==> config.mk <==
export PLATFORM = sky130hd
export DESIGN_NAME = fwbt_ctrl
export DESIGN_NICKNAME = d
export VERILOG_FILES = /design/src/rtl/core/fwbt_pkg.sv /design/src/rtl/core/fwbt_ctrl.sv
export SDC_FILE = /design/constraint.sdc
export NUM_CORES = 1
export LEC_CHECK = 0
export BUFFER_PORTS_ARGS = -buffer_cell sky130_fd_sc_hd__buf_4
export CORE_AREA = 2 2 39 41
export CTS_CLUSTER_SIZE = 14
export DETAILED_ROUTE_END_ITERATION = 10
export DIE_AREA = 0 0 41 43
export PLACE_DENSITY = 0.7
export SETUP_SLACK_MARGIN = 0.1
export SYNTH_ARGS = -nofsm -noshare
export SYNTH_HDL_FRONTEND = slang
export SYNTH_SLANG_ARGS = --single-unit
==> constraint.sdc <==
create_clock -name i_clk -period 1.95 [get_ports i_clk]
set_input_delay 0.2925 -clock i_clk [delete_from_list [all_inputs] [get_ports i_clk]]
set_output_delay 0.2925 -clock i_clk [all_outputs]
set_load 0.005 [all_outputs]
==> src/rtl/core/fwbt_pkg.sv <==
package fwbt_pkg;

    localparam int WAYS      = 4;
    localparam int AGE_W     = 8;
    localparam int FLAGS_W   = 5;
    localparam int DEPTH_W   = 8;
    localparam int MOVE_W    = 15;
    localparam int SCORE_W   = 16;
    localparam int TAG_W     = 32;
    localparam int KEY_W     = 64;
    localparam int REC_W     = MOVE_W + SCORE_W + DEPTH_W;
    localparam int IDX_W     = 5;
    localparam int WAY_W     = 2;
    localparam int RSCORE_W  = AGE_W + DEPTH_W;

    localparam logic [IDX_W-1:0] IDX_RESET = 5'd16;
    localparam logic [IDX_W-1:0] IDX_MIN   = 5'd2;
    localparam logic [IDX_W-1:0] IDX_MAX   = 5'd16;

    // entry age after reset or clear, and xor mask for a wiped duplicate
    localparam logic [AGE_W-1:0] AGE_HALF  = 8'h80;

    localparam logic [2:0] CMD_LOWER     = 3'd0;
    localparam logic [2:0] CMD_LOWER_ALL = 3'd1;
    localparam logic [2:0] CMD_UPPER     = 3'd2;
    localparam logic [2:0] CMD_UPPER_CUT = 3'd3;
    localparam logic [2:0] CMD_EXACT     = 3'd4;
    localparam logic [2:0] CMD_AGE_TICK  = 3'd5;
    localparam logic [2:0] CMD_CLEAR     = 3'd6;

    localparam int FL_LOWER = 0;
    localparam int FL_UPPER = 1;
    localparam int FL_ALL   = 2;
    localparam int FL_CUT   = 3;
    localparam int FL_EXACT = 4;

    typedef struct packed {
        logic [2:0]               cmd;
        logic [KEY_W-1:0]         key;
        logic [MOVE_W-1:0]        move_code;
        logic [DEPTH_W-1:0]       search_depth;
        logic signed [SCORE_W-1:0] score;
        logic [FLAGS_W-1:0]       exact_flags;
    } t_in_item;

    typedef struct packed {
        logic             matched;
        logic [WAY_W-1:0] way;
        logic             done_res;
    } t_out_item;

    typedef struct packed {
        logic [TAG_W-1:0]   tag;
        logic [MOVE_W-1:0]  mv;
        logic [DEPTH_W-1:0] ldep;
        logic [DEPTH_W-1:0] udep;
        logic [SCORE_W-1:0] lval;
        logic [SCORE_W-1:0] uval;
        logic [AGE_W-1:0]   age;
        logic [FLAGS_W-1:0] flags;
    } t_ent_way;

    typedef struct packed {
        logic [KEY_W-1:0] key;
        logic [REC_W-1:0] rec;   // depth, score, move from msb down
        logic [AGE_W-1:0] age;
    } t_pv_way;

    typedef t_ent_way [WAYS-1:0] t_ent_row;
    typedef t_pv_way  [WAYS-1:0] t_pv_row;

    typedef struct packed {
        logic load;
        logic rd;
        logic score;
        logic wr;
        logic tick;
        logic clr_start;
        logic clr_step;
        logic out_load;
    } t_dp_cmd;

    typedef struct packed {
        logic clr_last;
    } t_dp_sts;

endpackage

==> src/rtl/core/fwbt_ctrl.sv <==
module fwbt_ctrl import fwbt_pkg::*; (
    input  logic       i_clk,
    input  logic       i_rst_n,
    input  logic       i_in_valid,
    input  logic [2:0] i_in_cmd,
    output logic       o_in_ready,
    output logic       o_out_valid,
    input  logic       i_out_ready,
    input  t_dp_sts    i_sts,
    output t_dp_cmd    o_cmd
);

    typedef enum logic [5:0] {
        S_CLEAR = 6'b000001,
        S_IDLE  = 6'b000010,
        S_READ  = 6'b000100,
        S_SCORE = 6'b001000,
        S_WRITE = 6'b010000,
        S_DONE  = 6'b100000
    } t_state;

    t_state r_state, n_state;
    logic   r_clr_cmd, n_clr_cmd;
    logic   r_out_valid, n_out_valid;

    always_comb begin
        n_state     = r_state;
        n_clr_cmd   = r_clr_cmd;
        n_out_valid = r_out_valid;
        o_cmd       = '0;
        if (r_out_valid && i_out_ready) begin
            n_out_valid = 1'b0;
        end
        case (r_state)
            S_CLEAR: begin
                o_cmd.clr_step = 1'b1;
                if (i_sts.clr_last) begin
                    n_state = r_clr_cmd ? S_DONE : S_IDLE;
                end
            end
            S_IDLE: begin
                if (i_in_valid) begin
                    o_cmd.load = 1'b1;
                    if (i_in_cmd inside {[CMD_LOWER:CMD_EXACT]}) begin
                        n_state = S_READ;
                    end else if (i_in_cmd == CMD_AGE_TICK) begin
                        o_cmd.tick = 1'b1;
                        n_state    = S_DONE;
                    end else if (i_in_cmd == CMD_CLEAR) begin
                        o_cmd.clr_start = 1'b1;
                        n_clr_cmd       = 1'b1;
                        n_state         = S_CLEAR;
                    end else begin
                        n_state = S_DONE;
                    end
                end
            end
            S_READ: begin
                o_cmd.rd = 1'b1;
                n_state  = S_SCORE;
            end
            S_SCORE: begin
                o_cmd.score = 1'b1;
                n_state     = S_WRITE;
            end
            S_WRITE: begin
                o_cmd.wr = 1'b1;
                n_state  = S_DONE;
            end
            S_DONE: begin
                if (!r_out_valid || i_out_ready) begin
                    o_cmd.out_load = 1'b1;
                    n_out_valid    = 1'b1;
                    n_clr_cmd      = 1'b0;
                    n_state        = S_IDLE;
                end
            end
            default: begin
                n_state = S_IDLE;
            end
        endcase
    end

    always_ff @(posedge i_clk) begin
        if (!i_rst_n) begin
            r_state     <= S_CLEAR;
            r_clr_cmd   <= 1'b0;
            r_out_valid <= 1'b0;
        end else begin
            r_state     <= n_state;
            r_clr_cmd   <= n_clr_cmd;
            r_out_valid <= n_out_valid;
        end
    end

    assign o_in_ready  = (r_state == S_IDLE);
    assign o_out_valid = r_out_valid;

endmodule

==> results of run 1 <==
## worst max-delay path by stage
stage | end | slack (ns) | depth (start not counted)
after floorplan | o_cmd[0] | 0.28 | 4
after CTS | o_cmd[0] | -0.03 | 4
after global placement | o_cmd[0] | 0.20 | 4
after detailed placement | o_cmd[0] | 0.18 | 4
after global routing | o_cmd[0] | -0.01 | 4
final | o_cmd[0] | 0.02 | 4
## critical path, stage by stage, from the launching register on
cell and delay (ns):
dfxtp_1 0.31, or4_4 0.53, or3_4 0.35, nor2_2 0.08, buf_4 0.11
## cells by family (layout without fill, tap and decap cells)
| kind of cell | count (synthesis) | count (layout) | synth area share [%] |
|---|---|---|---|
| simple gates | 36 | 36 | 45.0 |
| compound gates | 12 | 12 | 16.6 |
| flops | 8 | 8 | 30.3 |
| buf+inv | 7 | 35 | 6.40 |
| xor+xnor | 1 | 1 | 1.66 |
## timing repair
| item | CTS | global route |
|---|---|---|
| endpoints found under the setup margin | 7 | 8 |
| buffers inserted | 6 | 3 |
| pin swaps | 9 | 4 |
| resized for setup | 10 | 13 |
## stage by stage
stage          area, um2  instances
2_1_floorplan        528         64
3_3_place_gp         676         96
3_5_place_dp         676         96
4_1_cts              785        105
5_1_grt              855        108
6_report             855        108
## placed cells by master, fill, tap and decap left out, drive strengths merged
cell type and count:
buf 29, dfxtp 8, nor3b 5, or4 4, o21ai 4, nor2 4
nand2 3, clkbuf 3, inv 3, nor4 3, nand2b 2, nand4b 2
nor3 2, and4 2, or2 2, or3 2, and3 1, nor2b 1
nand3 1, and2 1, xor2 1, o211a 1, o311a 1, a211oi 1
nand3b 1, a21oi 1, o21a 1, a22o 1, a21boi 1, o221a 1
## where the power goes
part / leakage [nW] / internal (mW) / switching (mW)
clock: 0.0138 / 0.0703 / 0.0540
combinational: 0.303 / 0.0755 / 0.0634
sequential: 0.0676 / 0.167 / 0.00485
## registers in the layout (all words and copies together) (netlist names)
| register | cells |
|---|---|
| r_state | 6 |
| o_out_valid | 1 |
| r_clr_cmd | 1 |
## final cells by class
| type | count | area (um2) |
|---|---|---|
| flip-flops and latches | 8 | 171 |
| inverters | 3 | 11.3 |
| multi-input cells | 49 | 400 |
| fillers | 120 | 529 |
| repair buffers | 29 | 229 |
| well taps | 16 | 20.0 |
| clock buffers | 3 | 22.5 |
## metal layers
layer  vias up  routed length [um]
li1        301                   -
met1       289                 684
met2        15                 796
met3         2                  58
met4         0                  12
met5         -                   0
==> impl_metrics.yaml, run 1 <==
status:
  status: "finished clean"
synthesis:
  synthArstFlopShare_pct: 0
  yosysMostFrequentCell: "dfxtp_1"
  netlist_instances: 64
  synth_seq_area_share_pct: 30.3
  ys_ff_latch: 8
  synthesis.nets: 72
  synth.cell_area_um2: 528
  synth_edf_count: 0
  ys.flop_type: "dfxtp_1"
  yosys_warnings: 0
  syn_area_per_cell_um2: 8.25
  ys_types: 32
  synth_commonest_cells: "dfxtp_1 (8), nor3b_1 (5), nor2_1 (4)"
  yosysTopAreaCellShare_pct: 30.3
  yosysTopAreaCell: "dfxtp_1"
  ys_top_cells_by_area: "dfxtp_1 (30%), nor3b_1 (7.1%), or4_4 (6.4%)"
timing:
  tns_ns: 0
  hold_viol: 0
  timing.hold.ws_ns: 0.320
  period_minus_slack_ns: 1.93
  max_slew.worst_pin.slew_ns: 0.450
  finalWorstSetupSlack_ns: 0.0200
  slew_viol_final: 0
  relSlewSlack_pct: 69.7
  rsz0062_at_grt: "true"
  finalCritPeriodShare_pct: 99.0
  setup_viol: 0
  max_freq_ghz: 0.518
  finalClockSkew_ns: 0.00185
global_route:
  globalRouteTotalUtil_pct: 20.6
  top_usage_layer: "met2"
  grt_pass1_wl_mm: 2.49
  grt.overflow.total: 0
  met3_usage_pct: 3.14
  grt_pass1_vias: 595
  antenna_found_initial: 0
  grtUsageMet1_pct: 26.9
  grt_max_degree: 12
  groute.layer.met2.usage_pct: 31.6
clocking:
  clk_pin_slew_ns: 0.05
  clk_latency_ns: 0.25
  htree_levels: 1
  cts_sinks: 8
  cts_buffers: 3
  ctsHoldBuffers: 0
  root_buffer: "clkbuf_4"
  cts.path.max_buffers: 2
  cts_tree: "yes"
power:
  powerDensity_nw_per_um2: 509
  ir_worst_vdd_v: 0.000279
  total_power_mw: 0.435
  leakage_nw: 0.385
critical_path:
  reg2reg_setup_slack_ns: 0.20
  r2r-end: "r_state[1]$_SDFFE_PN0P_"
  endpoint_kind: "output pin"
  crit_fanout: 2
  critical_path_class: "flip-flop to output pin"
  crit_arrival_ns: 1.64
  reg2regPathDepth: 4
  startpoint: "r_state[0]$_SDFFE_PN1P_"
  reg2reg_from: "r_state[4]$_SDFFE_PN0P_"
  required_ns: 1.66
  critPathLaunchType: "flip-flop"
final_layout:
  nets: 102
  fin_util_pct: 61.8
  n_antenna_cell: 0
  area_delta_synth_final_pct: 61.8
  drive_gt1_share_pct: 53.3
routing:
  drc: 0
  drt_wl_total_mm: 1.55
  drt-initial-drc-count: 16
  post_drt_via_cell_ratio: 5.62
  wl_per_cell_um: 14.4
  ant_nets: 0
  via_count: 607
  drtPass1Iterations: 4
die:
  dieArea_um2: 1760
  dieHeight_um: 43
  coreArea_um2: 1380
  num_io_pins: 18
  start_util_pct: 38.2
  placementRows: 14
  die_x_um: 41
min_path:
  hold-path-cell-count: 3
  min_path_type: "primary input to flip-flop"
  hp-start: "i_rst_n"
  holdPathEnd: "r_state[2]$_SDFFE_PN0P_"
place:
  gp_congestion: 0.757
  hpwl_um: 963
  port_buffers: 17
  pre_cts_slack_ns: 0.178
flow_run:
  maxCapViolCount: 0
Power figures use the tool's default switching activity.
==> run 2: changes to the inputs <==
==> constraint.sdc (replaced) <==
create_clock -name i_clk -period 1.95 [get_ports i_clk]
set_input_delay 0.2925 -clock i_clk [delete_from_list [all_inputs] [get_ports i_clk]]
set_output_delay 0.2925 -clock i_clk [all_outputs]
set_load 0.01 [all_outputs]
==> run 2 against run 1 <==
The flow now finishes with violations (setup timing). Sequential share of layout area up 0.54 points. Non-clock buffer count down 3. Highest routed layer is now met3. Fmax down 4.1%. Critical path type unchanged. Critical endpoint unchanged. Via count down 0.99%. Final cell count down 2.8%.
==> impl_metrics.yaml, run 2 (synthesized netlist as in run 1, its figures left out) <==
status:
  status: "complete, but fails checks"
  violations: "setup timing"
place:
  dp_cells: 96
  pre_cts_slack_ns: 0.177
  gp_congestion: 0.759
  hpwl_um: 956
  port_buffers: 17
routing:
  drtPass1Iterations: 4
  wl_per_cell_um: 14.3
  drc: 0
  ant_nets: 0
  post_drt_via_cell_ratio: 5.72
  drt_wl_total_mm: 1.50
  drt-initial-drc-count: 12
  via_count: 601
global_route:
  grt_pass1_vias: 528
  globalRouteTotalUtil_pct: 19.6
  antenna_found_initial: 0
  grt_pass1_wl_mm: 2.30
  grt.overflow.total: 0
  grt_max_degree: 12
final_layout:
  area_delta_synth_final_pct: 57.6
  drive_gt1_share_pct: 52.8
  final_cell_mix: "buf_4 (24), or4_4 (4)"
  regMostFlops: "r_state"
  n_antenna_cell: 0
  layout.cells.non_filler: 105
  final_common_cell: "buf_4"
  nFillCells: 132
  nets: 99
  largest_reg_flops: 6
  register_area_um2: 171
  multi_input_area_um2: 404
  fin_util_pct: 60.1
die:
  dieHeight_um: 43
  dieArea_um2: 1760
  start_util_pct: 38.2
  placementRows: 14
  num_io_pins: 18
  coreArea_um2: 1380
  die_x_um: 41
power:
  powerDensity_nw_per_um2: 540
  leakage_nw: 0.367
  total_power_mw: 0.449
  ir_worst_vdd_v: 0.000562
clocking:
  htree_levels: 1
  root_buffer: "clkbuf_4"
  clk_pin_slew_ns: 0.06
  clk_latency_ns: 0.26
  cts_sinks: 8
  ctsHoldBuffers: 0
  cts_tree: "yes"
  cts.path.max_buffers: 2
  cts_buffers: 3
min_path:
  min_path_type: "primary input to flip-flop"
flow_run:
  maxCapViolCount: 0
critical_path:
  cpMaxStageDelayCell: "or4_4"
  required_ns: 1.66
  endpoint_kind: "output pin"
  max_stage_delay_ns: 0.53
  critPathLaunchType: "flip-flop"
  reg2reg_setup_slack_ns: 0.19
  path_cells: "or4_4, or3_4, nor2_2, buf_4"
  critical_path_class: "flip-flop to output pin"
  path_buf_inv: 1
  crit_family: "simple AND/OR/NAND/NOR gates"
  crit_arrival_ns: 1.72
  crit_fanout: 3
timing:
  max_freq_ghz: 0.497
  finalClockSkew_ns: 0.00249
  period_minus_slack_ns: 2.01
  max_slew.worst_pin.slew_ns: 0.447
  relSlewSlack_pct: 69.9
  rsz0062_at_grt: "true"
  finalWorstSetupSlack_ns: -0.0621
  slew_viol_final: 0
  finalCritPeriodShare_pct: 103
  hold_viol: 0
  setup_viol: 1
[run 2: per-stage QoR]
step / instance area (um2) / hold WS (ns) / setup TNS [ns]
2_1_floorplan: 528 / 0.422 / 0
3_3_place_gp: 676 / 0.555 / 0
3_5_place_dp: 676 / 0.559 / 0
4_1_cts: 747 / 0.309 / -0.0463
5_1_grt: 832 / 0.322 / -0.0988
6_report: 832 / 0.311 / -0.0621
[run 2: worst register-to-register path, delay by kind of cell (launching register included)]
| kind | cells | cell delay (ns) |
|---|---|---|
| AOI/OAI and AO/OA | 1 | 0.16 |
| buffers and inverters | 1 | 0.15 |
| DFF | 1 | 0.32 |
| and+or+nand+nor | 3 | 1.07 |
[run 2: path summary, 6_finish.rpt]
path | cells after the start | from | endpoint
setup reg to reg | 5 | r_state[0]$_SDFFE_PN1P_ | r_state[5]$_SDFFE_PN0P_
hold reg to reg | 2 | o_out_valid$_SDFF_PN0_ | o_out_valid$_SDFF_PN0_
hold / removal | 3 | i_rst_n | r_state[2]$_SDFFE_PN0P_
setup / recovery | 4 | r_state[0]$_SDFFE_PN1P_ | o_cmd[0]
[run 2: routing by layer]
layer / vias to the layer above / global-route usage, % / routed length [um]
li1: 293 / - / -
met3: 0 / 9.42 / 73
met1: 292 / 23.6 / 610
met2: 16 / 30.6 / 814
met5: - / 0 / 0
met4: 0 / 4.00 / 0
[run 2: timing repair]
action | CTS | global route
endpoints found under the setup margin | 7 | 8
pin swaps | 3 | 8
buffers inserted | 2 | 4
resized for setup | 8 | 14
[run 2: power by group]
group	internal (mW)	total, mW	switching [mW]
Clock	0.0708	0.132	0.0612
Sequential	0.169	0.174	0.00524
Combinational	0.0774	0.143	0.0659
Total	0.317	0.449	0.132
[run 2: final cells by class]
| type | instances | area share [%] |
|---|---|---|
| multi-input cells | 49 | 48.6 |
| repair buffers | 26 | 24.4 |
| flip-flops and latches | 8 | 20.6 |
| clock buffers | 3 | 2.71 |
| well taps | 16 | 2.41 |
| inverters | 3 | 1.35 |
==> run 3: changes to the inputs <==
==> constraint.sdc (replaced) <==
create_clock -name i_clk -period 1.95 [get_ports i_clk]
set_input_delay 0 -clock i_clk [delete_from_list [all_inputs] [get_ports i_clk]]
set_output_delay 0 -clock i_clk [all_outputs]
set_load 0.01 [all_outputs]
==> run 3 against run 2 <==
Hold slack got worse by 0.28 ns. Sequential power is 5% higher. Total power down 8.3%. Design area down 17%. Fmax is 14% higher. The flow now finishes without violations. Critical endpoint unchanged. Global-route usage down 3.3 points.
==> impl_metrics.yaml, run 3 (synthesized netlist as in run 1, its figures left out) <==
global_route:
  antenna_found_initial: 0
  grt_pass1_vias: 480
  grt_max_degree: 13
  globalRouteTotalUtil_pct: 16.3
  grt_pass1_wl_mm: 1.90
  grt.overflow.total: 0
critical_path:
  critPathLaunchType: "flip-flop"
  required_ns: 1.95
  max_stage_delay_ns: 0.51
  path_buf_inv: 1
  cpMaxStageDelayCell: "or4_4"
  critical_path_class: "flip-flop to output pin"
  crit_arrival_ns: 1.77
  crit_fanout: 9
  path_cells: "or4_4, or3_4, nor2_1, buf_4"
  crit_family: "simple AND/OR/NAND/NOR gates"
  endpoint_kind: "output pin"
routing:
  post_drt_via_cell_ratio: 5.64
  drc: 0
  drt_wl_total_mm: 1.26
  ant_nets: 0
  via_count: 547
  wl_per_cell_um: 13.0
  drtPass1Iterations: 4
  drt-initial-drc-count: 6
die:
  coreArea_um2: 1380
  die_x_um: 41
  num_io_pins: 18
  dieHeight_um: 43
  placementRows: 14
  dieArea_um2: 1760
  start_util_pct: 38.2
power:
  switching_share_pct: 28.1
  power_switching_mw: 0.116
  ir_worst_vdd_v: 0.000417
  power_frac_comb_pct: 24.3
  pwr-share-clk_pct: 31.2
  powerDensity_nw_per_um2: 593
  leakage_nw: 0.306
  power.internal_mw: 0.296
  p_seq_share_pct: 44.5
  total_power_mw: 0.412
clocking:
  root_buffer: "clkbuf_4"
  clk_pin_slew_ns: 0.05
  clk_latency_ns: 0.25
  cts_tree: "yes"
  cts.path.max_buffers: 2
  htree_levels: 1
  cts_sinks: 8
  cts_buffers: 3
timing:
  setup_viol: 0
  period_minus_slack_ns: 1.77
  max_freq_ghz: 0.566
  slew_viol_final: 0
  max_slew.worst_pin.slew_ns: 0.432
  tns_ns: 0
  hold_viol: 0
  finalClockSkew_ns: 0.000217
  finalWorstSetupSlack_ns: 0.183
  timing.hold.ws_ns: 0.0323
  rsz0062_at_grt: "false"
  relSlewSlack_pct: 70.9
  finalCritPeriodShare_pct: 90.6
final_layout:
  nets: 91
  register_area_um2: 161
  n_antenna_cell: 0
  regMostFlops: "r_state"
  nFillCells: 145
  final_common_cell: "buf_4"
  drive_gt1_share_pct: 33.3
  multi_input_area_um2: 344
  final_cell_mix: "buf_4 (18), dfxtp_1 (7), nor3b_1 (5)"
  area_delta_synth_final_pct: 31.5
  largest_reg_flops: 6
min_path:
  min_path_type: "primary input to flip-flop"
status:
  status: "finished clean"
flow_run:
  maxCapViolCount: 0
place:
  hpwl_um: 944
  port_buffers: 17
  gp_congestion: 0.745
  pre_cts_slack_ns: 0.219
-- run 3: power by group through the flow --
stage,logic (mW),clock network (mW),registers (mW)
6_report,0.100,0.129,0.183
3_3_place_gp,0.0977,0,0.185
2_1_floorplan,0.0698,0,0.177
3_5_place_dp,0.0987,0,0.185
5_1_grt,0.110,0.146,0.183
4_1_cts,0.0993,0.132,0.182
-- run 3: worst reg2reg max path: stages (launching register included) --
cell and delay [ns]:
dfxtp_1 0.39, or4_4 0.51, or4_4 0.50, and4_1 0.20
-- run 3: path summary, 6_finish.rpt --
kind	startpoint	end	slack, ns	cells after the start
max	r_state[2]$_SDFFE_PN0P_	o_cmd[0]	0.18	4
min	i_rst_n	r_state[5]$_SDFFE_PN0P_	0.03	2
max reg2reg	r_state[2]$_SDFFE_PN0P_	r_state[4]$_SDFFE_PN0P_	0.24	3
min reg2reg	r_clr_cmd$_SDFFE_PN0P_	r_state[1]$_SDFFE_PN0P_	0.55	2
-- run 3: area by class of cell --
cell class	count	share of cell area [%]
Clock buffer	3	3.24
Inverter	3	1.62
Multi-Input combinational cell	49	49.5
Sequential cell	8	23.2
Tap cell	16	2.88
Timing Repair Buffer	18	19.5
-- run 3: per-stage QoR --
| step | utilization, % | area [um2] | std cells |
|---|---|---|---|
| after floorplan | - | 528 | 64 |
| after global placement | 47.7 | 661 | 94 |
| after detailed placement | 47.7 | 661 | 94 |
| after CTS | 49.7 | 688 | 97 |
| after global routing | 50.2 | 694 | 97 |
| final | 50.2 | 694 | 97 |
-- run 3: routing by layer --
layer / vias up / part of all wire [%] / global-route usage, %
met1: 257 / 47 / 20.5
li1: 273 / - / -
met3: 2 / 5.7 / 9.42
met5: - / 0 / 0
met2: 15 / 46 / 23.4
met4: 0 / 1.1 / 4.00
-- run 3: repair_timing --
item / in CTS / in global routing
setup endpoints to repair: 1 / 2
resized for setup: 1 / 2
hold buffers: 0 / 0
pin swaps: 0 / 0
endpoints found under the hold margin: 0 / 0
gates cloned: 0 / 0
setup buffers: 0 / 0
